$ cat src/sv/v3n_pkg.sv
// ----------------------------------------------------------------------------
// v3n_pkg
// Shared types and constants of the vector normalize pipeline.
// ----------------------------------------------------------------------------
package v3n_pkg;

  localparam int LANES     = 3;
  localparam int SQ_STEPS  = 2;
  localparam int SQ_STAGES = 32 / SQ_STEPS;
  localparam int DV_BITS   = 31;
  localparam int DV_STEPS  = 2;
  localparam int DV_STAGES = (DV_BITS + DV_STEPS - 1) / DV_STEPS;
  localparam int LATENCY   = 3 + SQ_STAGES + DV_STAGES + 1;

  localparam logic [31:0] ONE_Q30     = 32'h4000_0000;
  localparam logic [31:0] EPSILON_RST = 32'd7;

  typedef struct packed {
    logic [LANES-1:0]       neg;
    logic [LANES-1:0][31:0] mag;
  } side_t;

endpackage

$ cat src/sv/v3n_sqrt.sv
// ----------------------------------------------------------------------------
// v3n_sqrt
// Pipelined integer square root, two result bits per stage.
// ----------------------------------------------------------------------------
module v3n_sqrt (
  input  logic                    clk,
  input  logic                    rst,
  input  logic                    in_vld,
  input  logic [63:0]             sum,
  input  v3n_pkg::side_t          in_side,
  output logic                    out_vld,
  output logic [31:0]             root,
  output v3n_pkg::side_t          out_side
);
  import v3n_pkg::*;

  logic [SQ_STAGES-1:0] vld;
  logic [63:0]          val  [SQ_STAGES];
  logic [33:0]          rem  [SQ_STAGES];
  logic [31:0]          rt   [SQ_STAGES];
  side_t                side [SQ_STAGES];

  for (genvar s = 0; s < SQ_STAGES; s++) begin : g_st
    logic        v_in;
    logic [63:0] val_in;
    logic [33:0] rem_in;
    logic [31:0] rt_in;
    side_t       side_in;
    logic [33:0] rem_c;
    logic [31:0] rt_c;
    logic [35:0] sh;
    logic [35:0] trial;

    if (s == 0) begin : g_first
      assign v_in    = in_vld;
      assign val_in  = sum;
      assign rem_in  = '0;
      assign rt_in   = '0;
      assign side_in = in_side;
    end else begin : g_next
      assign v_in    = vld[s-1];
      assign val_in  = val[s-1];
      assign rem_in  = rem[s-1];
      assign rt_in   = rt[s-1];
      assign side_in = side[s-1];
    end

    always_comb begin
      rem_c = rem_in;
      rt_c  = rt_in;
      sh    = '0;
      trial = '0;
      for (int k = 0; k < SQ_STEPS; k++) begin
        sh    = {rem_c, val_in[2*(31-(SQ_STEPS*s+k))+1 -: 2]};
        trial = {2'b00, rt_c, 2'b01};
        if (sh >= trial) begin
          rem_c = 34'(sh - trial);
          rt_c  = {rt_c[30:0], 1'b1};
        end else begin
          rem_c = sh[33:0];
          rt_c  = {rt_c[30:0], 1'b0};
        end
      end
    end

    always_ff @(posedge clk) begin
      if (rst) begin
        vld[s] <= 1'b0;
      end else begin
        vld[s] <= v_in;
      end
      val[s]  <= val_in;
      rem[s]  <= rem_c;
      rt[s]   <= rt_c;
      side[s] <= side_in;
    end
  end

  assign out_vld  = vld[SQ_STAGES-1];
  assign root     = rt[SQ_STAGES-1];
  assign out_side = side[SQ_STAGES-1];

endmodule

$ cat config.mk
export PLATFORM = sky130hd
export DESIGN_NAME = v3n_sqrt
export DESIGN_NICKNAME = d
export VERILOG_FILES = /design/src/sv/v3n_pkg.sv /design/src/sv/v3n_sqrt.sv
export SDC_FILE = /design/constraint.sdc
export NUM_CORES = 2
export LEC_CHECK = 0
export CORE_MARGIN = 5
export CORE_UTILIZATION = 50
export DETAILED_ROUTE_END_ITERATION = 8
export DONT_BUFFER_PORTS = 1
export PLACE_DENSITY_LB_ADDON = 0.25
export SLEW_MARGIN = 0
export SYNTH_ARGS = -nofsm -noshare
export SYNTH_HDL_FRONTEND = slang
export SYNTH_SLANG_ARGS = --single-unit
$ cat constraint.sdc
create_clock -name clk -period 10.4 [get_ports clk]
set_input_delay 0 -clock clk [delete_from_list [all_inputs] [get_ports clk]]
set_output_delay 0 -clock clk [all_outputs]
set_load 0.02 [all_outputs]
==> results.ini <==
[placement]
dp_slack_ns = 2.92
place_congestion = 0.958
hpwlAfterDp_mm = 188
io_buffers = 0

[synth]
async_reset_ff_frac = 0
synth_area_leaders = dfxtp_1 (56%), ha_1 (6.9%), xnor2_1 (4.1%)
synth.largest_area_cell = dfxtp_1
yosysUniqueCellTypes = 103
avgSynthCellArea_sq_um = 10.4
synth_edf_count = 0
yosysSeqAreaShare = 0.563
ys_ff_latch = 2837
syn_area_sq_um = 101000
synth_top_area_share = 0.563
ys.flop_type = dfxtp_1
ys_warn_count = 0
synth_cells = 9704

[global_routing]
antenna_found_initial = 22
grt_pass1_wl_mm = 397
overflow = 0
track_usage = 0.236
grt_max_degree = 63
grt_pass1_vias = 70446

[timing]
relSlewSlack = 0.170
tightest_slew_ns = 1.24
skew_ns = 0.114
setup_viol = 0
min_period_ns = 7.47
setup_slack_ns = 2.93
max_freq_ghz = 0.134
fin_tns_setup_ns = 0
hold_viol = 0
rsz0062_at_grt = false
report.final.slew_viol_count = 0
fin_crit_sh = 0.718
worst_hold_slack_ns = 0.122

[critical_path]
critPathKind = flop to flop
cp-end-kind = flop
required_ns = 11.17
r2r_setup_slack_ns = 2.93
path_max_fanout = 20
worstRegToRegCells = 23
cp-start-kind = flop
worst_ep_arrival_time_ns = 8.24

[power_and_ir_drop]
seq_power_share = 0.444
switchingPower_uw = 8710
clkPwrFrac = 0.354
comb_power_share = 0.202
p_leak_uw = 0.0514
p_sw_frac = 0.297
intPower_uw = 20700
powerDensity_nw_per_um2 = 252
total_power_uw = 29400
peakVddDrop_mv = 0.266

[floorplan]
start_util = 0.503
num_rows = 164
core-area_sq_um = 200000
die_h_microns = 459
die-area_sq_um = 211000
die-width_microns = 459
io_pins = 298

[route]
drt-total-wl_mm = 255
drtAntennaViolNets = 0
drc = 0
vias = 70436
drt_pre_antenna_iters = 7
wl_per_cell_microns = 19.6
first_iter_violations = 4956
vias_per_cell = 5.42

[layout]
seq_area_sq_um = 56800
drive_gt1_frac = 0.0666
final_util = 0.582
layout_common_cells = dfxtp_1 (2837), a21oi_1 (684), nor2_1 (670)
final_common_cell = dfxtp_1
area_growth_pct = 15.5
final.fill_count = 16796
multi_input_area_sq_um = 41400
nets = 10851

[run]
drv_cap = 0

[outcome]
status = finished, final reports clean

[clocking]
ctsResizeCount = 0
path_clk_slew_ns = 0.06
worstSkewPairLatency_ns = 0.92
cts_tree = yes
clk_path_buf_depth = 4
postCtsSetupRepairBufs = 0
hold_buffers = 332
cts-root-buf = clkbuf_16
h-tree-depth = 5
cts.sinks = 2837
cts_made_buffers = 292

[worst_hold_path]
min_path_type = input pin to flop
hold_depth = 4

[power groups by stage]
stage | clock network [uW] | logic [uW] | registers (uW)
6_report | 10400 | 5930 | 13000
5_1_grt | 11100 | 6550 | 13200
4_1_cts | 10600 | 5860 | 13000
3_5_place_dp | 0 | 5710 | 13300
3_3_place_gp | 0 | 5660 | 13300
2_1_floorplan | 0 | 4510 | 12800
[Yosys cell counts (20+ instances only)]
| master | instances |
|---|---|
| dfxtp_1 | 2837 |
| a21oi_1 | 684 |
| nor2_1 | 671 |
| nand2_1 | 643 |
| ha_1 | 557 |
| xnor2_1 | 473 |
| inv_1 | 466 |
| o21ai_0 | 453 |
| xor2_1 | 299 |
| a21o_1 | 276 |
| nor3_1 | 199 |
| nand3_1 | 192 |
| clkbuf_1 | 181 |
| nand4_1 | 133 |
| nor4_1 | 105 |
| nand2b_1 | 101 |
| nor2b_1 | 97 |
| o21a_1 | 97 |
| mux2_2 | 77 |
| or3_1 | 71 |
| a31oi_1 | 67 |
| o21bai_1 | 66 |
| o31ai_1 | 63 |
| a211oi_1 | 57 |
| and3_1 | 57 |
| o211ai_1 | 57 |
| or2_2 | 53 |
| or4_1 | 50 |
| and2_1 | 49 |
| nor4b_1 | 34 |
| nor3b_1 | 32 |
| nand3b_1 | 31 |
| and4_1 | 28 |
| o31a_1 | 25 |
| buf_1 | 23 |
| mux2i_1 | 22 |
| o2111ai_1 | 22 |
| buf_2 | 21 |
| a2111oi_0 | 20 |
| a21boi_0 | 20 |
[per-layer routing]
metal	track usage	vias to the layer above	wire, microns
met2	0.415	2045	125000
met5	0	-	0
met4	0.0992	0	11600
met1	0.290	33163	107000
met3	0.0337	587	11600
li1	-	34641	-
[cell type report]
| cell class | instances | area share |
|---|---|---|
| Tap cell | 2656 | 0.0285 |
| Antenna cell | 6 | 0.000129 |
| Clock inverter | 102 | 0.0100 |
| Clock buffer | 403 | 0.0731 |
| Timing Repair Buffer | 361 | 0.0304 |
| Inverter | 477 | 0.0154 |
| Multi-Input combinational cell | 6159 | 0.355 |
| Sequential cell | 2837 | 0.487 |
[per-stage QoR]
| step | area (sq um) | std cells |
|---|---|---|
| finish | 117000 | 13001 |
| global route | 116000 | 12999 |
| CTS | 116000 | 12995 |
| detailed placement | 103000 | 12158 |
| global placement | 103000 | 12158 |
| floorplan | 101000 | 9705 |
[critical path, stage by stage, from the launching register on]
cell	delay, ns
dfxtp_1	0.36
inv_1	0.08
ha_1	0.39
or4bb_1	0.56
or4_1	0.52
o21ai_1	0.23
nor2_1	0.18
nand2_1	0.57
inv_1	0.49
o21ai_0	0.41
ha_1	0.33
inv_1	0.12
nor2_1	0.06
nor2_1	0.15
o211ai_1	0.14
a21oi_1	0.17
o41ai_1	0.16
o311a_1	0.36
nor3_1	0.36
and4_1	0.77
inv_2	0.34
nand3b_1	0.32
nor4_1	0.10
xnor2_1	0.16
[registers in the layout, summed over array words and instances, names as in the netlist]
register	flops
side	1584
rem	485
val	480
rt	272
g_st.v_in	15
out_vld	1
[cells by family (layout without fill, tap and decap cells)]
family                   after synthesis  count (layout)  synth area share
flip-flops                          2837            2837             0.563
multiplexers                         100             100            0.0109
other                                  1               8         0.0000372
buffers and inverters                709            1343            0.0270
AND/OR/NAND/NOR                     2592            2592             0.128
adder cells (fa/ha/maj)              557             557            0.0691
AO/OA/AOI/OAI                       2136            2136             0.134
XOR/XNOR                             772             772            0.0671
[final timing paths]
path                            start                  end
hold reg to reg   val[0][409]$_DFF_P_  val[0][473]$_DFF_P_
setup reg to reg   rt[0][170]$_DFF_P_  rem[0][227]$_DFF_P_
setup / recovery   rt[0][170]$_DFF_P_  rem[0][227]$_DFF_P_
hold / removal                sum[60]    rem[0][1]$_DFF_P_
No activity file was read; power rests on OpenSTA's default activity.
